## config.mk

```make
export PLATFORM = sky130hd
export DESIGN_NAME = bfcm_ctrl
export DESIGN_NICKNAME = d
export VERILOG_FILES = /design/src/hw/rtl/bfcm_pkg.sv /design/src/hw/rtl/bfcm_ctrl.sv
export SDC_FILE = /design/constraint.sdc
export NUM_CORES = 1
export LEC_CHECK = 0
export ABC_CLOCK_PERIOD_IN_PS = 1700
export BUFFER_PORTS_ARGS = -buffer_cell sky130_fd_sc_hd__clkbuf_2
export CAP_MARGIN = 20
export CORE_AREA = 2 2 39 41
export DETAILED_ROUTE_END_ITERATION = 10
export DIE_AREA = 0 0 41 43
export GPL_ROUTABILITY_DRIVEN = 0
export GPL_TIMING_DRIVEN = 0
export PLACE_DENSITY_LB_ADDON = 0.12
export SYNTH_ARGS = -nofsm -noshare
export SYNTH_HDL_FRONTEND = slang
export SYNTH_SLANG_ARGS = --single-unit
```

## constraint.sdc

```tcl
create_clock -name clk -period 1.7 [get_ports clk]
set_clock_uncertainty 0.05 [all_clocks]
set_input_delay 0.17 -clock clk [delete_from_list [all_inputs] [get_ports clk]]
set_output_delay 0.17 -clock clk [all_outputs]
set_load 0.01 [all_outputs]
```

## src/hw/rtl/bfcm_pkg.sv

```systemverilog
// ----------------------------------------------------------------------------
// bfcm_pkg
// Shared constants, command codes and controller/datapath link types for the
// banked flash command memory.
// ----------------------------------------------------------------------------
package bfcm_pkg;

  localparam int BANK_BYTES_DEF   = 65536;
  localparam int SECTOR_BYTES_DEF = 4096;

  // unlock and command addresses on the bus
  localparam logic [31:0] ADDR_UNLOCK1 = 32'h0E00_5555;
  localparam logic [31:0] ADDR_UNLOCK2 = 32'h0E00_2AAA;
  localparam logic [31:0] ADDR_BASE    = 32'h0E00_0000;

  localparam logic [7:0] UNLOCK1_BYTE = 8'hAA;
  localparam logic [7:0] UNLOCK2_BYTE = 8'h55;
  localparam logic [7:0] ERASED_BYTE  = 8'hFF;

  // command bytes
  localparam logic [7:0] CMD_ID_ON        = 8'h90;
  localparam logic [7:0] CMD_ID_OFF       = 8'hF0;
  localparam logic [7:0] CMD_ERASE_ARM    = 8'h80;
  localparam logic [7:0] CMD_CHIP_ERASE   = 8'h10;
  localparam logic [7:0] CMD_SECTOR_ERASE = 8'h30;
  localparam logic [7:0] CMD_PROGRAM      = 8'hA0;
  localparam logic [7:0] CMD_BANK_SELECT  = 8'hB0;

  // chip ID bytes, offset 0 then offset 1
  localparam logic [7:0] ID1_MFR  = 8'hBF;
  localparam logic [7:0] ID1_DEV  = 8'hD4;
  localparam logic [7:0] ID2_MFR  = 8'hC2;
  localparam logic [7:0] ID2_DEV  = 8'h09;

  // unlock phases
  localparam logic [1:0] PHASE_IDLE = 2'd0;
  localparam logic [1:0] PHASE_ONE  = 2'd1;
  localparam logic [1:0] PHASE_TWO  = 2'd2;

  // access kinds
  localparam logic FUNC_READ  = 1'b0;
  localparam logic FUNC_WRITE = 1'b1;

  typedef struct packed {
    logic issue;      // accept the input beat this cycle
    logic load_out;   // load the result into the output register
    logic sweep_run;  // write one erased byte and step the sweep
  } bfcm_cmd_t;

  typedef struct packed {
    logic erase_pend; // last accepted beat started an erase
    logic sweep_last; // sweep is at its final byte
  } bfcm_status_t;

endpackage

```

## src/hw/rtl/bfcm_ctrl.sv

```systemverilog
// ----------------------------------------------------------------------------
// bfcm_ctrl
// Controller: clearing pass, beat acceptance, result hand-off and erase sweeps.
// ----------------------------------------------------------------------------
module bfcm_ctrl (
  input  logic                 clk,
  input  logic                 rst_n,
  input  logic                 in_valid,
  output logic                 in_ready,
  input  logic                 out_ready,
  output logic                 out_valid,
  input  bfcm_pkg::bfcm_status_t status,
  output bfcm_pkg::bfcm_cmd_t  cmd
);
  import bfcm_pkg::*;

  typedef enum logic [1:0] {ST_CLEAR, ST_IDLE, ST_RESP, ST_ERASE} state_t;

  state_t state_r;
  logic   out_valid_r;
  logic   slot_free;

  assign slot_free = !out_valid_r || out_ready;
  assign in_ready  = (state_r == ST_IDLE);
  assign out_valid = out_valid_r;

  always_comb begin
    cmd.issue     = (state_r == ST_IDLE) && in_valid;
    cmd.load_out  = (state_r == ST_RESP) && slot_free;
    cmd.sweep_run = (state_r == ST_CLEAR) || (state_r == ST_ERASE);
  end

  always_ff @(posedge clk) begin
    if (!rst_n) begin
      state_r     <= ST_CLEAR;
      out_valid_r <= 1'b0;
    end else begin
      if (cmd.load_out) begin
        out_valid_r <= 1'b1;
      end else if (out_ready) begin
        out_valid_r <= 1'b0;
      end
      unique case (state_r)
        ST_CLEAR: begin
          if (status.sweep_last) state_r <= ST_IDLE;
        end
        ST_IDLE: begin
          if (in_valid) state_r <= ST_RESP;
        end
        ST_RESP: begin
          if (slot_free) state_r <= status.erase_pend ? ST_ERASE : ST_IDLE;
        end
        ST_ERASE: begin
          if (status.sweep_last) state_r <= ST_IDLE;
        end
        default: state_r <= ST_CLEAR;
      endcase
    end
  end

endmodule

```

[After elaboration in Yosys (flattened, before gate mapping)]
Cells that the tools add are included.
Word-level totals
  memory bits (read-only): 0
  output and inout port bits: 5
  flip-flop bits (word level): 3
  bits in latches: 0
  memories: 0
  input port bits: 6
  memory bits (writable): 0
Cells by class
  magnitude comparators: 0
  reductions and logical operators: 9
  div/mod/pow operators: 0
  equality and inequality tests: 6
  shift operators: 0
  multipliers: 0
  mux-type cells: 7
  bitwise logic cells: 0
  $add $sub $neg: 0
Operators with widths (number)
  2-bit 2-to-1 mux: 4
  2-bit case mux with 3 select lines: 1
  2-bit equality test (second input constant): 2
  2-bit != test (second input constant): 2
  3-bit AND reduction: 1
  2-bit by 1-bit equality test with 1-bit output (second input constant): 1
  1-bit logical AND: 2
  2-bit logical NOT: 1
  1-bit logical OR: 2
  1-bit 2-to-1 mux: 2
  2-bit by 1-bit != test with 1-bit output (second input constant): 1
  2-bit nonzero test: 1
  2-bit OR reduction: 1
  1-bit logical NOT: 1

[Depth between registers and ports, before layout]
Gate-level depths: netlist (run 1).
  depth after elaboration: 4
  gate-level depth with buffers: 5
  mapped depth without buffers: 5

[Least setup slack after synthesis (run 1)]
OpenSTA, ideal clock, no wires.
  path type: reg-to-reg
  start: register state_r[0]
  end: register state_r[0]
  cell stages (with the launch flop): 5
  required time: 1.578 ns
  period minus slack after synthesis: 1.506 ns
  data arrival time: 1.385 ns
  setup time: 0.072 ns
  setup slack: 0.194 ns
  buffers on the path: 0
  cell sequence: dfxtp_1 > inv_1 > ha_1 > a222oi_1 > mux2i_1
On the way
  longest elaborated chain between the ends: 4
  elaborated cells on any way between the ends: 10
Ends and longest elaborated chain
  from (decl): line bfcm_ctrl.sv:19  | state_t state_r;
  from (signal assigned): line bfcm_ctrl.sv:51  | if (slot_free) state_r <= status.erase_pend ? ST_ERASE : ST_IDLE;
  2-bit equality test or 2-bit logical NOT (tied branches): line bfcm_ctrl.sv:43  | unique case (state_r)
  2-bit OR reduction (no source line)
  2-bit by 1-bit != test with 1-bit output (no source line)
  3-bit AND reduction (no source line)
Several ways; a longest one is shown, not always the timed one.
A chain may end at the register's enable or synchronous reset.

[Worst setup path after layout (run 1)]
Ends and elaborated chain as after synthesis.

==> summary.txt, run 1 <==
Floorplan
  – Die footprint: 1763 um2
  – I/O pin count: 11
  – Die height: 43 um
  – Placeable Area: 1384 um2
  – Rows: 14
  – Starting Density: 14.38%
  – Die width: 41 um

Finish
  – Area occupied by multi-input gates: 123.9 um2
  – Filler instances: 166
  – Sequential Area: 61.31 um2
  – P&R area growth vs syn: 49.06%
  – # diodes: 0
  – Nets@finish: 47
  – Share of cells above drive strength 1: 40.54%
  – Non-Filler Instances: 53

STA
  – Final Max Tran Viols: 0
  – Final number of setup-violating endpoints: 0
  – RSZ-0062 raised after global routing: no
  – Final Hold Fails: 0
  – Final min period: 1.617 ns
  – Setup_tns: 0 ns
  – Slew headroom: 64.06%
  – Achievable Freq: 618.5 MHz
  – Worst Max-Slew Pin Slew: 0.5391 ns
  – Tcrit/Tclk final: 95.11%

Drt
  – Starting DRC count in detailed routing: 5
  – Max layer used: met3
  – Drt wl/cell: 7.792 um
  – Post-DRT Antenna Nets: 0
  – DR DRC count: 0
  – Pre-antenna DRT Iters: 4
  – Via/cell ratio: 3.509
  – WL met1: 156 um
  – Routed length on met2: 209 um
  – Vias after detailed routing: 186
  – Metal3 WL: 47 um
  – WL final: 413 um

Logic synthesis
  – Syn_nets: 32
  – #FFs+latches synth: 3
  – Yosys warning count: 0
  – Post-Synthesis Cells: 23
  – Cell Area, Synth: 198.9 um2
  – Syn_area_per_cell: 8.650 um2
  – Post-synthesis sequential area ratio: 30.19%
  – Netlist cell types: 14

Power
  – Worst VDD drop: 0.4951 mV
  – Internal: 0.2977 mW
  – NetSw: 0.1721 mW
  – Pwr dens: 1584 nW/um2
  – Part of the power in registers: 24.8%
  – Leak: 0.1546 nW
  – Clock network power share: 26.0%
  – Switching Fraction: 36.64%
  – Logic pwr share: 49.2%

Setup path
  – Worst path slowest cell: a222oi_1
  – Crit Path Max Fanout: 4
  – Crit. Startpoint: state_r[0]
  – Worst Setup End Kind: register
  – Origin of the critical flop-to-flop path: state_r[0]
  – Top delay family on crit path: compound AO/OA/AOI/OAI gates
  – WP data required: 1.80 ns
  – Worst Path Buf+Inv: 1
  – WP data arrival: 1.72 ns
  – Worst path cell trace: inv_1 > ha_1 > a222oi_1 > mux2i_1
  – Critical path launch point type: register
  – CP peak stage delay: 0.53 ns
  – Crit Path Class: reg2reg

Clocking
  – Clock latency on the worst-skew pair: 0.23 ns
  – Resized Gates After CTS: 0
  – Clk root buf: clkbuf_4
  – H-tree depth: 1
  – Post-CTS Hold Fix Bufs: 0
  – CTS tree: done
  – Num CTS Buffers: 3
  – Clock buffer depth: 2
  – Post-CTS setup buffer count: 0
  – Worst-path clk slew: 0.04 ns
  – # clock sinks: 3

Place
  – Cells after DPL: 49
  – I/O Buffers: 10
  – DPL Wire Length: 347.3 um

Job
  – Max-cap viol count: 0

GRT
  – Antenna violations before repair: 0
  – Vias in the first global route: 180
  – Remaining Overflow, GRT: 0
  – First-pass GRT wire length: 641 um
  – Largest net degree at the start of global routing: 6
  – Total GRT Usage: 6.018%

Min path
  – Hold_sp: rst_n
  – Worst min-delay path class: in2reg

Status
  – Status: complete, no violations
[cell families after synthesis]
family | synth area share [%]
muxes | 10.06
buffers and inverters | 7.545
and+or+nand+nor | 22.02
AOI/OAI and AO/OA | 11.32
DFF | 30.19
adders and majority gates | 18.87
[layer usage]
layer,track usage (%),vias to the layer above
li1,-,101
met4,8.000,0
met3,3.141,0
met1,5.769,79
met2,7.500,6
met5,0,-
[layout make-up]
cell class                      instances  area share (%)
Multi-Input combinational cell         16           41.77
Sequential cell                         3           20.68
Clock buffer                            4           8.861
Inverter                                4           5.063
Tap cell                               16           6.751
Timing Repair Buffer                   10           16.88
[sequential cells by signal, indices dropped and copies added (netlist names)]
name / flops
state_r: 2
out_valid: 1
[power groups by stage]
stage,sequential [mW],combinational [mW],clock (mW)
final,0.116,0.231,0.122
after global routing,0.120,0.259,0.139
after CTS,0.114,0.236,0.128
after detailed placement,0.115,0.234,0
after global placement,0.115,0.232,0
after floorplan,0.114,0.160,0
[cell usage after synthesis]
library cell  count  area share (%)
nor2b_1           2             6.3
clkinv_1          1             1.9
o21ai_0           1             2.5
nand2_1           2             3.8
and2_2            1             3.8
and2_1            1             3.1
o21a_1            1             3.8
ha_1              3              19
dfxtp_1           3              30
mux2i_1           2              10
a222oi_1          1             5.0
nand2b_1          1             3.1
nor2_1            1             1.9
inv_1             3             5.7
[worst paths after layout]
path	endpoint	slack [ns]	depth (start not counted)
setup reg to reg	state_r[0]	0.08	4
hold / removal	out_valid	0.16	2
setup / recovery	state_r[0]	0.08	4
hold reg to reg	state_r[1]	0.43	2
[cell usage in the layout, fill, tap and decap left out, types with 2 or more instances in the layout]
cell type	instances
inv_1	3
mux2i_1	2
nand2_1	2
nor2b_1	2
clkbuf_2	10
ha_1	3
dfxtp_1	2
clkbuf_4	3
[metrics by stage]
stage | util [%] | area, um2 | worst slack, ns | hold slack, ns | total power, mW
floorplan | - | 198.9 | 0.1936 | 0.2378 | 0.2738
finish | 21.43 | 296.5 | 0.08309 | 0.1613 | 0.4698
global route | 21.43 | 296.5 | 0.01197 | 0.1740 | 0.5174
CTS | 21.34 | 295.3 | 0.04344 | 0.1589 | 0.4785
global placement | 19.44 | 269.0 | 0.09159 | 0.4072 | 0.3469
detailed placement | 19.44 | 269.0 | 0.05521 | 0.4025 | 0.3494
No activity file was read; power rests on OpenSTA's default activity.
==> inputs of run 2 (changes only) <==
--- a/config.mk
+++ b/config.mk
@@ -8,6 +8,8 @@
 export ABC_CLOCK_PERIOD_IN_PS = 1700
 export BUFFER_PORTS_ARGS = -buffer_cell sky130_fd_sc_hd__clkbuf_2
 export CAP_MARGIN = 20
+export CELL_PAD_IN_SITES_DETAIL_PLACEMENT = 0
+export CELL_PAD_IN_SITES_GLOBAL_PLACEMENT = 1
 export CORE_AREA = 2 2 39 41
 export DETAILED_ROUTE_END_ITERATION = 10
 export DIE_AREA = 0 0 41 43
==> summary.txt, run 2 (synthesis results as in run 1) <==
Drt
  – Pre-antenna DRT Iters: 4 (unchanged)
  – Via/cell ratio: 3.340 (-4.8%)
  – WL final: 432 um (+4.6%)
  – Vias after detailed routing: 177 (-4.8%)
  – Post-DRT Antenna Nets: 0 (unchanged)
  – Drt wl/cell: 8.151 um (+4.6%)
  – DR DRC count: 0 (unchanged)
  – Starting DRC count in detailed routing: 5 (unchanged)

Finish
  – Share of cells above drive strength 1: 37.84% (-2.7 points)
  – Most common cell after layout, fill and taps aside: clkbuf_2
  – Most frequent cells in the layout: clkbuf_2 (10), inv_1 (3), ha_1 (3), clkbuf_4 (3), dfxtp_1 (3)
  – P&R area growth vs syn: 48.43%
  – Max reg flops: 2 (unchanged)
  – Non-Filler Instances: 53 (unchanged)
  – # diodes: 0 (unchanged)
  – Nets@finish: 47 (unchanged)
  – Top reg by flops: state_r

Setup path
  – WP data required: 1.81 ns (about the same)
  – Crit. Startpoint: state_r[0]
  – WP data arrival: 1.72 ns (about the same)
  – Origin of the critical flop-to-flop path: state_r[0]
  – Crit Path Max Fanout: 4 (unchanged)
  – Worst Setup End Kind: register
  – Crit Path Class: reg2reg
  – Critical path launch point type: register

GRT
  – Most used routing layer: met1
  – Grt met3 use: 6.283% (+3.1 points)
  – GRT met1 Usage: 6.709% (+0.94 points)
  – Remaining Overflow, GRT: 0 (unchanged)
  – First-pass GRT wire length: 586 um (-8.6%)
  – Total GRT Usage: 5.912% (-0.11 points)
  – Met2 Resource Use GR: 5.313% (-2.2 points)
  – Vias in the first global route: 138 (-23%)
  – Largest net degree at the start of global routing: 6 (unchanged)
  – Antenna violations before repair: 0 (unchanged)

STA
  – Final number of setup-violating endpoints: 0 (unchanged)
  – Final Hold Fails: 0 (unchanged)
  – Worst Max-Slew Pin Slew: 0.5240 ns (-0.01506 ns)
  – Tcrit/Tclk final: 94.55% (-0.56 points)
  – Setup_tns: 0 ns (unchanged)
  – Slew headroom: 65.07% (+1.0 points)
  – RSZ-0062 raised after global routing: no
  – Final Max Tran Viols: 0 (unchanged)
  – Achievable Freq: 622.1 MHz (+0.60%)
  – Final min period: 1.607 ns (-0.009581 ns)

Floorplan
  – Die width: 41 um (unchanged)
  – Die height: 43 um (unchanged)
  – I/O pin count: 11 (unchanged)
  – Starting Density: 14.38% (unchanged)
  – Rows: 14 (unchanged)
  – Die footprint: 1763 um2 (unchanged)
  – Placeable Area: 1384 um2 (unchanged)

Power
  – Clock network power share: 26.4% (+0.4 points)
  – Pwr dens: 1586 nW/um2 (about the same)
  – Pwr Total: 0.4682 mW (-0.35%)
  – Part of the power in registers: 24.7% (about the same)
  – NetSw: 0.1733 mW (+0.67%)
  – Internal: 0.2949 mW (-0.94%)
  – Leak: 0.1543 nW (-0.17%)
  – Logic pwr share: 48.9% (-0.3 points)
  – Worst VDD drop: 0.2592 mV (-48%)
  – Switching Fraction: 37.01% (+0.38 points)

Min path
  – Hold_sp: rst_n
  – Worst min-delay path class: in2reg

Clocking
  – CTS tree: done
  – H-tree depth: 1 (unchanged)
  – Clock buffer depth: 2 (unchanged)
  – Clk root buf: clkbuf_4
  – Worst-path clk slew: 0.04 ns (about the same)
  – Num CTS Buffers: 3 (unchanged)
  – Clock latency on the worst-skew pair: 0.23 ns (about the same)
  – Post-CTS setup buffer count: 0 (unchanged)
  – Post-CTS Hold Fix Bufs: 0 (unchanged)
  – # clock sinks: 3 (unchanged)
  – Resized Gates After CTS: 0 (unchanged)

Status
  – Status: complete, no violations

Place
  – I/O Buffers: 10 (unchanged)
  – Cells after DPL: 49 (unchanged)

Job
  – Max-cap viol count: 0 (unchanged)
==> run 2: cell counts in the layout (fill, tap and decap cells not counted) <==
No cell type changed its count.
==> run 2: cell type report <==
type	instances	area [um2]
flip-flops and latches	3	60.06
multi-input cells	16	123.9
fillers	166	1089
repair buffers	10	50.05
inverters	4	15.01
well taps	16	20.02
clock buffers	4	26.28
==> run 2: worst max-delay path, cell delays in order, from the launching register on <==
cell      delay (ns)
dfxtp_1         0.37
inv_1           0.06
ha_1            0.33
a222oi_1        0.49
mux2i_1         0.24
==> run 2: metal layers <==
metal / vias up / share of wire, %
li1: 102 / -
met1: 67 / 53
met2: 8 / 36
met3: 0 / 11
met4: 0 / 0
met5: - / 0
==> run 2: final timing paths <==
check / end / slack [ns] / depth (start not counted)
hold reg to reg: state_r[1] / 0.43 / 2
hold / removal: out_valid / 0.17 / 2
setup / recovery: state_r[0] / 0.09 / 4
setup reg to reg: state_r[0] / 0.09 / 4
==> run 2: power by group through the flow <==
stage / Clock, mW / Sequential [mW] / Combinational [mW]
3_3_place_gp: 0 / 0.117 / 0.235
5_1_grt: 0.145 / 0.119 / 0.255
3_5_place_dp: 0 / 0.117 / 0.232
6_report: 0.124 / 0.116 / 0.229
4_1_cts: 0.132 / 0.116 / 0.234
2_1_floorplan: 0 / 0.114 / 0.160
==> run 2: per-stage QoR <==
stage	instance area [um2]	util, %	worst slack (ns)	hold slack, ns
after floorplan	198.9	-	0.1936	0.2378
after global placement	269.0	19.44	0.07256	0.4123
after detailed placement	269.0	19.44	0.1015	0.4059
after CTS	295.3	21.34	0.08462	0.1655
after global routing	295.3	21.34	0.009484	0.1619
final	295.3	21.34	0.09267	0.1735
==> inputs of run 3 (changes only) <==
--- a/config.mk
+++ b/config.mk
@@ -5,6 +5,7 @@
 export SDC_FILE = /design/constraint.sdc
 export NUM_CORES = 1
 export LEC_CHECK = 0
+export ABC_AREA = 1
 export ABC_CLOCK_PERIOD_IN_PS = 1700
 export BUFFER_PORTS_ARGS = -buffer_cell sky130_fd_sc_hd__clkbuf_2
 export CAP_MARGIN = 20
@@ -15,6 +16,7 @@
 export DIE_AREA = 0 0 41 43
 export GPL_ROUTABILITY_DRIVEN = 0
 export GPL_TIMING_DRIVEN = 0
+export HOLD_SLACK_MARGIN = 0.15
 export PLACE_DENSITY_LB_ADDON = 0.12
 export SYNTH_ARGS = -nofsm -noshare
 export SYNTH_HDL_FRONTEND = slang
==> summary.txt, run 3 <==
STA
  – Final Max Tran Viols: 0 (unchanged)
  – Final WS setup: 0.3214 ns (+0.2288 ns)
  – Setup_tns: 0 ns (unchanged)
  – Tcrit/Tclk final: 81.09% (-13 points)
  – RSZ-0062 raised after global routing: no
  – Slew headroom: 89.91% (+25 points)
  – Worst Max-Slew Pin Slew: 0.1498 ns (-0.3742 ns)
  – Final number of setup-violating endpoints: 0 (unchanged)
  – Final Hold Fails: 0 (unchanged)
  – Final min period: 1.379 ns (-0.2288 ns)
  – Achievable Freq: 725.4 MHz (+17%)

Power
  – Logic pwr share: 56.8% (+7.9 points)
  – Switching Fraction: 40.28% (+3.3 points)
  – Internal: 0.3324 mW (+13%)
  – Worst VDD drop: 0.5244 mV (+100%)
  – NetSw: 0.2243 mW (+29%)
  – Leak: 0.1939 nW (+26%)
  – Part of the power in registers: 21.8% (-2.9 points)
  – Pwr dens: 1618 nW/um2 (+2.0%)
  – Clock network power share: 21.4% (-5.0 points)

Finish
  – Filler instances: 163 (-1.8%)
  – Share of cells above drive strength 1: 44.68% (+6.8 points)
  – Most common cell after layout, fill and taps aside: clkbuf_2
  – Top reg by flops: state_r
  – Most frequent cells in the layout: clkbuf_2 (10), nand2_1 (7), inv_1 (6)
  – # diodes: 0 (unchanged)
  – P&R area growth vs syn: 44.74%
  – Max reg flops: 2 (unchanged)
  – Nets@finish: 57 (+21%)
  – Non-Filler Instances: 63 (+19%)
  – Final Core Density: 24.86% (+3.5 points)

Floorplan
  – Starting Density: 17.18% (+2.8 points)
  – Die height: 43 um (unchanged)
  – I/O pin count: 11 (unchanged)
  – Die footprint: 1763 um2 (unchanged)
  – Placeable Area: 1384 um2 (unchanged)
  – Rows: 14 (unchanged)
  – Die width: 41 um (unchanged)

Clocking
  – # clock sinks: 3 (unchanged)
  – CTS tree: done
  – Post-CTS setup buffer count: 0 (unchanged)
  – Clock buffer depth: 2 (unchanged)
  – Worst-path clk slew: 0.03 ns (about the same)
  – Resized Gates After CTS: 0 (unchanged)
  – Post-CTS Hold Fix Bufs: 1 (+1)
  – Clock latency on the worst-skew pair: 0.22 ns (about the same)
  – H-tree depth: 1 (unchanged)
  – Num CTS Buffers: 3 (unchanged)
  – Clk root buf: clkbuf_4

Setup path
  – Crit Path Class: reg2out
  – Worst path cell trace: bufinv_8 > ha_1 > nand2_1 > inv_1 > clkbuf_2
  – Top delay family on crit path: buffers and inverters
  – Crit Path Max Fanout: 3 (-1)
  – Worst path slowest cell: dfxtp_1
  – WP data arrival: 1.16 ns (-0.56 ns)
  – Worst Setup End Kind: output pin
  – WP data required: 1.48 ns (-0.33 ns)
  – Worst Path Buf+Inv: 3 (+2)
  – Critical path launch point type: register
  – CP peak stage delay: 0.32 ns (-0.17 ns)

Logic synthesis
  – Post-Synth XOR/XNOR Area: 0% (unchanged)
  – Leading area contributor after synthesis: dfxtp_1
  – Most numerous cell in the Yosys netlist: nand2_1
  – Fraction of registers with async set/reset: 0% (unchanged)
  – Area share of fa/ha/maj cells after synthesis: 15.79% (-3.1 points)
  – Post-Synth Simple-Gate Area: 33.16% (+11 points)
  – Syn_nets: 41 (+28%)
  – Cell Area, Synth: 237.7 um2 (+19%)
  – Largest family of logic cells by synthesized area: simple AND/OR/NAND/NOR gates
  – Post-Synthesis Cells: 32 (+39%)
  – Synth Flop Type: dfxtp_1
  – Syn_area_per_cell: 7.429 um2 (-14%)
  – Synth top area share: 25.26% (-4.9 points)
  – Yosys warning count: 0 (unchanged)
  – #FFs+latches synth: 3 (unchanged)
  – Post-synth top cells: nand2_1 (7), inv_1 (6), dfxtp_1 (3), ha_1 (3)
  – Synth area leaders: dfxtp_1 (25%), ha_1 (16%), nand2_1 (11%), inv_1 (9.5%), nand3_2 (8.4%)
  – EDFF count, synth: 0 (unchanged)
  – Post-synthesis sequential area ratio: 25.26% (-4.9 points)
  – Synth Area in Compound Gates: 7.368% (-4.0 points)
  – Netlist cell types: 13 (-1)
  – Mux contribution to synthesized area: 0% (-10 points)

GRT
  – First-pass GRT wire length: 800 um (+37%)
  – Remaining Overflow, GRT: 0 (unchanged)
  – Total GRT Usage: 6.627% (+0.71 points)
  – Vias in the first global route: 228 (+65%)
  – Largest net degree at the start of global routing: 5 (-1)
  – Antenna violations before repair: 0 (unchanged)

Drt
  – Vias after detailed routing: 231 (+31%)
  – Starting DRC count in detailed routing: 0 (-5)
  – Via/cell ratio: 3.667 (+9.8%)
  – Pre-antenna DRT Iters: 1 (-3)
  – Post-DRT Antenna Nets: 0 (unchanged)
  – Drt wl/cell: 7.063 um (-13%)
  – WL final: 445 um (+3.0%)
  – DR DRC count: 0 (unchanged)

Min path
  – Worst min-delay path class: in2reg

Job
  – Max-cap viol count: 0 (unchanged)

Place
  – I/O Buffers: 10 (unchanged)
  – Dpl ws: 0.4269 ns (+0.3254 ns)
  – DPL Wire Length: 398.6 um
  – Cells after DPL: 58 (+18%)

Status
  – Status: complete, no violations
## run 3: cell count changes after synthesis, moves of 2 or more
cell	delta
nand2_2	+2
inv_1	+3
nand2_1	+5
nand3_2	+2
mux2i_1	-2
nor2b_1	-2
nor2_2	+2
## run 3: worst min-delay path, delay by kind of cell
family                 cells  cell delay, ns
AND/OR/NAND/NOR            1            0.06
AO/OA/AOI/OAI              1            0.05
buffers and inverters      2            0.12
## run 3: cell type report
cell class / instances / area [um2] / share of cell area, %
multi-input combinational: 21 / 133.9 / 38.91
sequential: 3 / 60.06 / 17.45
timing repair buffer: 11 / 60.06 / 17.45
inverter: 8 / 43.79 / 12.73
clock buffer: 4 / 26.28 / 7.636
tap: 16 / 20.02 / 5.818
## run 3: through the flow
stage | power [mW] | hold WS (ns) | cell area (um2)
2_1_floorplan | 0.3571 | 0.2547 | 237.7
3_3_place_gp | 0.4460 | 0.3805 | 307.8
3_5_place_dp | 0.4461 | 0.3829 | 307.8
4_1_cts | 0.5742 | 0.1751 | 344.1
5_1_grt | 0.6203 | 0.2069 | 344.1
6_report | 0.5567 | 0.1764 | 344.1
## run 3: final timing paths
path,cells after the start,slack [ns],endpoint,start
worst max-delay path,5,0.32,cmd[2],state_r[1]
worst min-delay path,4,0.18,out_valid,out_ready
worst min register to register,2,0.45,out_valid,out_valid
worst max register to register,6,0.44,state_r[0],state_r[0]
## run 3: logic make-up (layout without fill, tap and decap cells)
| logic type | count (synthesis) | in the layout |
|---|---|---|
| AO/OA/AOI/OAI | 3 | 3 |
| adder cells (fa/ha/maj) | 3 | 3 |
| buffers and inverters | 8 | 23 |
| flip-flops | 3 | 3 |
| AND/OR/NAND/NOR | 15 | 15 |
## run 3: power groups by stage
stage	clock (mW)	sequential (mW)	combinational (mW)
floorplan	0	0.122	0.235
global placement	0	0.123	0.323
detailed placement	0	0.123	0.323
CTS	0.125	0.122	0.327
global route	0.131	0.125	0.364
finish	0.119	0.122	0.316
## run 3: routing by layer
metal  global-route usage, %  share of wire (%)
met5                       0                  0
met4                   4.000                  0
met3                   1.571                7.6
met2                   9.063                 47
met1                   9.003                 45
